===== src/sv/mavg_pkg.sv =====
package mavg_pkg;

  localparam int DEPTH   = 16;
  localparam int SMP_W   = 24;
  localparam int USED_W  = 5;
  localparam int PTR_W   = $clog2(DEPTH);
  localparam int FILL_W  = $clog2(DEPTH + 1);
  localparam int SUM_W   = SMP_W + $clog2(DEPTH);
  localparam int STEP_W  = $clog2(SUM_W);

  typedef logic signed [SMP_W-1:0] sample_t;
  typedef logic signed [SUM_W-1:0] sum_t;
  typedef logic [FILL_W-1:0]       fill_t;
  typedef logic [PTR_W-1:0]        ptr_t;
  typedef logic [USED_W-1:0]       used_t;
  typedef logic [STEP_W-1:0]       step_t;

  typedef enum logic [4:0] {
    ST_IDLE = 5'b00001,
    ST_LOAD = 5'b00010,
    ST_ACC  = 5'b00100,
    ST_DIV  = 5'b01000,
    ST_DONE = 5'b10000
  } state_t;

  function automatic used_t to_used(fill_t fill);
    logic [31:0] wide;
    wide = 32'(fill);
    return wide[USED_W-1:0];
  endfunction

endpackage


===== src/sv/mavg_ifs.sv =====
interface mavg_in_if;
  logic                    valid;
  logic                    ready;
  logic signed [mavg_pkg::SMP_W-1:0] sample;

  modport source (output valid, output sample, input ready);
  modport sink   (input valid, input sample, output ready);
endinterface

interface mavg_out_if;
  logic                    valid;
  logic                    ready;
  logic signed [mavg_pkg::SMP_W-1:0] average;
  logic [mavg_pkg::USED_W-1:0]       samples_used;

  modport source (output valid, output average, output samples_used, input ready);
  modport sink   (input valid, input average, input samples_used, output ready);
endinterface


===== src/sv/moving_average_with_warmup_unit.sv =====
// An accepted request passes the load, bit-serial sum update and bit-serial divide
// states; a new request is taken only after its result is loaded into the output
// register. The sum update and the divider each work one bit per cycle.
// Reset (synchronous, rst_n low): sum, fill count and write pointer cleared,
// output empty; ring contents are not cleared and are read only once written.
module moving_average_with_warmup_unit (
  input  logic        clk,
  input  logic        rst_n,
  mavg_in_if.sink     in_ch,
  mavg_out_if.source  out_ch
);
  import mavg_pkg::*;

  state_t  state_r, state_nxt;
  ptr_t    wp_r;
  fill_t   fill_r;
  logic    sub_r;
  sample_t sample_r;
  logic    out_valid_r;
  sample_t avg_r;
  used_t   used_r;

  logic    accept;
  logic    out_load;
  sample_t ring_rdata;
  sum_t    acc_sum;
  logic    acc_done;
  sample_t div_q;
  logic    div_done;
  logic    full;

  assign full     = (fill_r == fill_t'(DEPTH));
  assign accept   = in_ch.valid && (state_r == ST_IDLE);
  assign out_load = (state_r == ST_DONE) && (!out_valid_r || out_ch.ready);

  assign in_ch.ready = (state_r == ST_IDLE);

  mavg_ring u_ring (
    .clk   (clk),
    .we    (accept),
    .addr  (wp_r),
    .wdata (in_ch.sample),
    .rdata (ring_rdata)
  );

  mavg_acc u_acc (
    .clk    (clk),
    .rst_n  (rst_n),
    .start  (state_r == ST_LOAD),
    .sub    (sub_r),
    .sample (sample_r),
    .old    (ring_rdata),
    .sum    (acc_sum),
    .done   (acc_done)
  );

  mavg_div u_div (
    .clk      (clk),
    .rst_n    (rst_n),
    .start    (state_r == ST_ACC && acc_done),
    .dividend (acc_sum),
    .divisor  (fill_r),
    .quotient (div_q),
    .done     (div_done)
  );

  always_comb begin
    state_nxt = state_r;
    case (state_r)
      ST_IDLE: if (accept) state_nxt = ST_LOAD;
      ST_LOAD: state_nxt = ST_ACC;
      ST_ACC:  if (acc_done) state_nxt = ST_DIV;
      ST_DIV:  if (div_done) state_nxt = ST_DONE;
      ST_DONE: if (out_load) state_nxt = ST_IDLE;
      default: state_nxt = ST_IDLE;
    endcase
  end

  always_ff @(posedge clk) begin
    if (!rst_n) begin
      state_r     <= ST_IDLE;
      wp_r        <= '0;
      fill_r      <= '0;
      out_valid_r <= 1'b0;
    end else begin
      state_r <= state_nxt;
      if (accept) begin
        wp_r <= (wp_r == ptr_t'(DEPTH - 1)) ? '0 : wp_r + ptr_t'(1);
        if (!full) begin
          fill_r <= fill_r + fill_t'(1);
        end
      end
      if (out_load) begin
        out_valid_r <= 1'b1;
      end else if (out_ch.ready) begin
        out_valid_r <= 1'b0;
      end
    end
  end

  always_ff @(posedge clk) begin
    if (accept) begin
      sample_r <= in_ch.sample;
      sub_r    <= full;
    end
    if (out_load) begin
      avg_r  <= div_q;
      used_r <= to_used(fill_r);
    end
  end

  assign out_ch.valid        = out_valid_r;
  assign out_ch.average      = avg_r;
  assign out_ch.samples_used = used_r;

endmodule


===== src/sv/mavg_ring.sv =====
module mavg_ring (
  input  logic                clk,
  input  logic                we,
  input  mavg_pkg::ptr_t      addr,
  input  mavg_pkg::sample_t   wdata,
  output mavg_pkg::sample_t   rdata
);
  import mavg_pkg::*;

  sample_t mem [DEPTH];
  sample_t rdata_r;

  // read-before-write: rdata_r gets the sample being replaced
  always_ff @(posedge clk) begin
    rdata_r <= mem[addr];
    if (we) begin
      mem[addr] <= wdata;
    end
  end

  assign rdata = rdata_r;

endmodule


===== src/sv/mavg_acc.sv =====
module mavg_acc (
  input  logic                clk,
  input  logic                rst_n,
  input  logic                start,
  input  logic                sub,
  input  mavg_pkg::sample_t   sample,
  input  mavg_pkg::sample_t   old,
  output mavg_pkg::sum_t      sum,
  output logic                done
);
  import mavg_pkg::*;

  sum_t       sum_r;
  sample_t    smp_sh_r;
  sample_t    old_sh_r;
  logic [1:0] carry_r;
  step_t      cnt_r;
  logic       busy_r;
  logic       done_r;
  logic [2:0] bit_sum;

  // sum + sample + ~old + 1, one bit per cycle, LSB first
  assign bit_sum = {2'b00, sum_r[0]} + {2'b00, smp_sh_r[0]} + {2'b00, ~old_sh_r[0]}
                 + {1'b0, carry_r};

  always_ff @(posedge clk) begin
    if (!rst_n) begin
      sum_r  <= '0;
      busy_r <= 1'b0;
      done_r <= 1'b0;
      cnt_r  <= '0;
    end else begin
      done_r <= 1'b0;
      if (start) begin
        busy_r <= 1'b1;
        cnt_r  <= '0;
      end else if (busy_r) begin
        sum_r <= {bit_sum[0], sum_r[SUM_W-1:1]};
        cnt_r <= cnt_r + step_t'(1);
        if (cnt_r == step_t'(SUM_W - 1)) begin
          busy_r <= 1'b0;
          done_r <= 1'b1;
        end
      end
    end
  end

  always_ff @(posedge clk) begin
    if (start) begin
      smp_sh_r <= sample;
      old_sh_r <= sub ? old : '0;
      carry_r  <= 2'd1;
    end else if (busy_r) begin
      smp_sh_r <= smp_sh_r >>> 1;
      old_sh_r <= old_sh_r >>> 1;
      carry_r  <= bit_sum[2:1];
    end
  end

  assign sum  = sum_r;
  assign done = done_r;

endmodule


===== src/sv/mavg_div.sv =====
module mavg_div (
  input  logic                clk,
  input  logic                rst_n,
  input  logic                start,
  input  mavg_pkg::sum_t      dividend,
  input  mavg_pkg::fill_t     divisor,
  output mavg_pkg::sample_t   quotient,
  output logic                done
);
  import mavg_pkg::*;

  logic [SUM_W-1:0]  dq_r;
  fill_t             rem_r;
  logic              neg_r;
  step_t             cnt_r;
  logic              busy_r;
  logic              done_r;
  logic [FILL_W+1:0] diff;
  logic              qbit;
  sample_t           q_mag;

  assign diff  = {1'b0, rem_r, dq_r[SUM_W-1]} - {2'b00, divisor};
  assign qbit  = ~diff[FILL_W+1];
  assign q_mag = dq_r[SMP_W-1:0];

  always_ff @(posedge clk) begin
    if (!rst_n) begin
      busy_r <= 1'b0;
      done_r <= 1'b0;
      cnt_r  <= '0;
    end else begin
      done_r <= 1'b0;
      if (start) begin
        busy_r <= 1'b1;
        cnt_r  <= '0;
      end else if (busy_r) begin
        cnt_r <= cnt_r + step_t'(1);
        if (cnt_r == step_t'(SUM_W - 1)) begin
          busy_r <= 1'b0;
          done_r <= 1'b1;
        end
      end
    end
  end

  // restoring division of |dividend|, quotient shifts in at the LSB
  always_ff @(posedge clk) begin
    if (start) begin
      neg_r <= dividend[SUM_W-1];
      dq_r  <= dividend[SUM_W-1] ? SUM_W'(-dividend) : SUM_W'(dividend);
      rem_r <= '0;
    end else if (busy_r) begin
      dq_r  <= {dq_r[SUM_W-2:0], qbit};
      rem_r <= qbit ? diff[FILL_W-1:0] : {rem_r[FILL_W-2:0], dq_r[SUM_W-1]};
    end
  end

  assign quotient = neg_r ? -q_mag : q_mag;
  assign done     = done_r;

endmodule

===== src/flat_wrapper.sv =====
// flat-port wrapper written by rule: the top's interface ports become plain ports
module moving_average_with_warmup_unit_flat import mavg_pkg::*;
  (clk, rst_n, in_ch_valid, in_ch_sample, in_ch_ready, out_ch_valid, out_ch_average, out_ch_samples_used, out_ch_ready);
  mavg_in_if in_ch_i ();
  mavg_out_if out_ch_i ();
  input  logic clk;
  input  logic rst_n;
  input wire logic [$bits(in_ch_i.valid)-1:0] in_ch_valid;
  input wire logic [$bits(in_ch_i.sample)-1:0] in_ch_sample;
  output wire logic [$bits(in_ch_i.ready)-1:0] in_ch_ready;
  output wire logic [$bits(out_ch_i.valid)-1:0] out_ch_valid;
  output wire logic [$bits(out_ch_i.average)-1:0] out_ch_average;
  output wire logic [$bits(out_ch_i.samples_used)-1:0] out_ch_samples_used;
  input wire logic [$bits(out_ch_i.ready)-1:0] out_ch_ready;
  assign in_ch_i.valid = in_ch_valid;
  assign in_ch_i.sample = in_ch_sample;
  assign in_ch_ready = in_ch_i.ready;
  assign out_ch_valid = out_ch_i.valid;
  assign out_ch_average = out_ch_i.average;
  assign out_ch_samples_used = out_ch_i.samples_used;
  assign out_ch_i.ready = out_ch_ready;
  moving_average_with_warmup_unit u_core (.clk(clk), .rst_n(rst_n), .in_ch(in_ch_i), .out_ch(out_ch_i));
endmodule

===== config.mk =====
export PLATFORM = sky130hd
export DESIGN_NAME = moving_average_with_warmup_unit_flat
export DESIGN_NICKNAME = d
export VERILOG_FILES = /design/src/sv/mavg_pkg.sv /design/src/sv/mavg_ifs.sv /design/src/sv/moving_average_with_warmup_unit.sv /design/src/sv/mavg_ring.sv /design/src/sv/mavg_acc.sv /design/src/sv/mavg_div.sv /design/src/flat_wrapper.sv
export SDC_FILE = /design/constraint.sdc
export NUM_CORES = 1
export LEC_CHECK = 0
export CAP_MARGIN = 20
export CORE_AREA = 4 4 213 215
export CTS_CLUSTER_SIZE = 28
export DETAILED_ROUTE_END_ITERATION = 10
export DIE_AREA = 0 0 217 219
export DONT_BUFFER_PORTS = 1
export PLACE_DENSITY = 0.78
export SYNTH_ARGS = -nofsm -noshare
export SYNTH_HDL_FRONTEND = slang
export SYNTH_HIERARCHICAL = 1
export SYNTH_SLANG_ARGS = --single-unit

===== constraint.sdc =====
create_clock -name clk -period 10.7 [get_ports clk]
set_clock_uncertainty 0.2 [all_clocks]
set_input_delay 0.535 -clock clk [delete_from_list [all_inputs] [get_ports clk]]
set_output_delay 0.535 -clock clk [all_outputs]
set_load 0.005 [all_outputs]

==> results by group <==
Critical path
  • Worst endpoint data arrival time: 3.37 ns
  • R2r setup slk: 7.43 ns
  • Crit path required time: 10.80 ns
  • CP Max Fanout: 13
  • RR Startpoint: u_core/state_r[4]
  • WS Path Type: flip-flop to flip-flop
  • CP endpoint kind: flip-flop
  • CP startpoint: u_core/state_r[4]
  • Reg2Reg Depth: 6
  • Capture point of the worst path: u_core/u_ring/mem[14][18]
  • CP Launch Type: flip-flop
  • FF-to-FF End: u_core/u_ring/mem[14][18]

Power
  • Logic pwr share: 8.6%
  • Internal: 3.990 mW
  • Max VDD drop: 0.1544 mV
  • Leak: 8.560 nW
  • Sw Share: 22.27%
  • Switch Pwr: 1.143 mW
  • Clock network fraction of total power: 38.3%
  • Seq pwr share: 53.1%
  • Power per cell area: 193.3 nW/um2

Die
  • Die W: 217 um
  • Core box area: 43740 um2
  • Cell row count: 77
  • Die area: 47520 um2
  • Die Y-Extent: 219 um
  • Ports: 59
  • Starting Density: 54.39%

Clock network
  • Reg clk slew, reported paths: 0.06 ns
  • CTS buffer count: 58
  • H-tree Lvls: 2
  • CTS tree: yes
  • CTS root buffer: clkbuf_16
  • CTS max path bufs: 3
  • Clock Latency Late Sink: 0.62 ns
  • Num Clock Sinks: 603

Drt
  • Wire per inst: 22.26 um
  • Detailed-route via count: 12472
  • Initial DRC Count: 1272
  • Routed Antenna Nets: 0
  • Detailed Route WL: 46.99 mm
  • Via/cell ratio: 5.908
  • Drt first pass iters: 5
  • DRC: 0

Synthesis
  • Cell area after synthesis: 23790 um2
  • Seq/Total Area, Yosys: 72.41%
  • Yosys top cell area share: 65.00%
  • Synth Register Bits: 603
  • Top_reg_cell synth: edfxtp_1
  • Post-synth EDFFs: 515
  • Syn avg cell area: 16.67 um2
  • Syn nets: 1471
  • Area leader, netlist: edfxtp_1
  • Yosys warns: 6
  • Post-Synthesis Cells: 1427
  • Top cells by area, synth: edfxtp_1 (65%), mux4_2 (9.1%), dfxtp_1 (7.4%)
  • Yosys cell types: 66
  • Async set or reset register ratio after synthesis: 0%

STA
  • Total Negative Setup Slacks: 0 ns
  • Tcrit/Tclk final: 30.56%
  • Final setup viols: 0
  • Tmin final: 3.269 ns
  • Final count of hold timing violations: 0
  • Final Max Tran Viols: 0
  • Max_slew headroom: 35.49%
  • Worst Tran Pin Value: 0.9677 ns
  • Worst hold slack: 0.02511 ns
  • Fmax: 0.3059 GHz
  • RSZ-0062 raised after global routing: false

Global route
  • Pin count of the biggest net entering global routing: 63
  • Initial antenna violation count: 1
  • Gr usage total: 20.08%
  • Vias in the first global route: 12614
  • First-pass GRT wire length: 73.53 mm
  • GR Overflow Total: 0

Outcome
  • Status: finished clean

Finish
  • Share of layout cells above drive strength 1: 17.51%
  • Layout area overhead: 11.63%
  • Most common cell after layout, fill and taps aside: edfxtp_1
  • # nets final: 1516
  • Final core utilization: 60.72%
  • Inserted Diodes: 0
  • Commonest non-fill, non-tap cells in the layout: edfxtp_1 (515), nand2_1 (136), mux4_2 (96)

Worst hold path
  • HP Start: rst_n
  • Worst hold path class: input pin to flip-flop

Placed design
  • Post-DP HPWL: 27.70 mm
  • I/O Buffers: 0
  • GP Congestion: 0.8082

Flow run
  • Max-cap violations: 0
stage by stage:
| step | cell area, um2 | cells | total power [mW] | setup WS, ns |
|---|---|---|---|---|
| detailed placement | 24420 | 1976 | 3.181 | 7.449 |
| global route | 26560 | 2111 | 5.326 | 7.243 |
| finish | 26560 | 2111 | 5.133 | 7.431 |
| global placement | 24420 | 1976 | 3.166 | 7.568 |
| CTS | 26510 | 2109 | 5.178 | 7.440 |
| floorplan | 23790 | 1427 | 3.083 | 6.398 |
routing by layer:
layer	share of wire (%)	global-route usage [%]	vias to the layer above
met3	7.1	4.029	85
met1	40	26.66	6355
met2	50	33.47	446
met5	0	0	-
li1	-	-	5586
met4	3.0	7.229	0
power groups by stage:
stage	Clock [mW]	Combinational [mW]	Sequential, mW
floorplan	0	0.345	2.74
global placement	0	0.393	2.77
detailed placement	0	0.404	2.78
CTS	2.01	0.440	2.73
global route	2.11	0.483	2.74
finish	1.96	0.441	2.73
sequential cells by signal (all words and copies together), names as in the netlist, 2 cells and up:
signal	flops
u_core/u_ring/mem	384
u_core/wp_r	4
u_core/state_r	5
u_core/u_acc/carry_r	2
u_core/u_acc/cnt_r	5
u_core/u_div/cnt_r	5
u_core/u_acc/smp_sh_r	24
u_core/u_div/rem_r	5
u_core/u_ring/rdata	24
u_core/sample_r	24
u_core/u_div/dq_r	28
u_core/out_ch.samples_used	5
u_core/out_ch.average	24
u_core/u_acc/sum	28
u_core/fill_r	5
u_core/u_acc/old_sh_r	24
worst min path at each step:
stage	end	slack, ns	cells after the start
after floorplan	u_core/u_div/rem_r[4]	0.24	2
after global placement	u_core/u_div/rem_r[4]	0.26	2
after detailed placement	u_core/u_acc/carry_r[0]	0.27	2
after CTS	u_core/u_div/cnt_r[3]	0.0002	2
after global routing	u_core/u_div/cnt_r[3]	0.03	2
final	u_core/u_div/cnt_r[3]	0.03	2
timing repair:
action	CTS	global route
gates resized for setup	0	0
buffers inserted	0	0
hold buffers	26	0
endpoints found under the hold margin	429	0
endpoints found under the setup margin	0	0
final cells by class:
class	instances	area [um2]
clock buffers	84	1590
clock inverters	23	239.0
fillers	3093	17180
inverters	49	183.9
multi-input cells	704	6052
flip-flops and latches	603	17230
well taps	592	740.7
repair buffers	56	518.0
logic make-up (layout without fill, tap and decap cells):
| group | Yosys count | count (layout) | share of synthesized area [%] |
|---|---|---|---|
| xor gates and xnor gates | 61 | 61 | 2.246 |
| adders and majority gates | 16 | 16 | 0.9361 |
| and+or+nand+nor | 303 | 303 | 6.158 |
| muxes | 126 | 126 | 10.48 |
| DFF | 603 | 603 | 72.41 |
| buffers and inverters | 120 | 212 | 2.461 |
| AOI/OAI and AO/OA | 198 | 198 | 5.317 |
synth_stat cells, types with 3 or more instances:
cell type and instances:
nor3_1 11, mux2i_1 6, o41ai_1 6, clkbuf_1 34
a22oi_1 48, nor2_1 64, xor2_1 31, fa_1 3
edfxtp_1 515, mux2_2 24, a21oi_1 59, a21boi_0 3
nand2_1 136, a211oi_1 5, dfxtp_1 88, or4_1 3
nand2b_1 12, o21ai_0 42, nand4_1 7, nand3b_1 4
mux4_2 96, ha_1 13, buf_2 12, nor3b_1 4
xnor2_1 30, buf_1 6, inv_1 49, buf_6 9
nor2b_1 8, nand3_1 13, and2_1 10, o21ai_1 3
nor4_1 9, buf_4 8, a21o_1 3, o31ai_1 15
worst max-delay path, stage by stage, from the launching register on:
cell and delay, ns:
dfxtp_1 0.35, nor3_2 0.64, nand2_4 0.12, inv_1 0.23, nand3_1 0.25, nor2_2 0.81, buf_4 0.36
No activity file was read; power rests on OpenSTA's default activity.
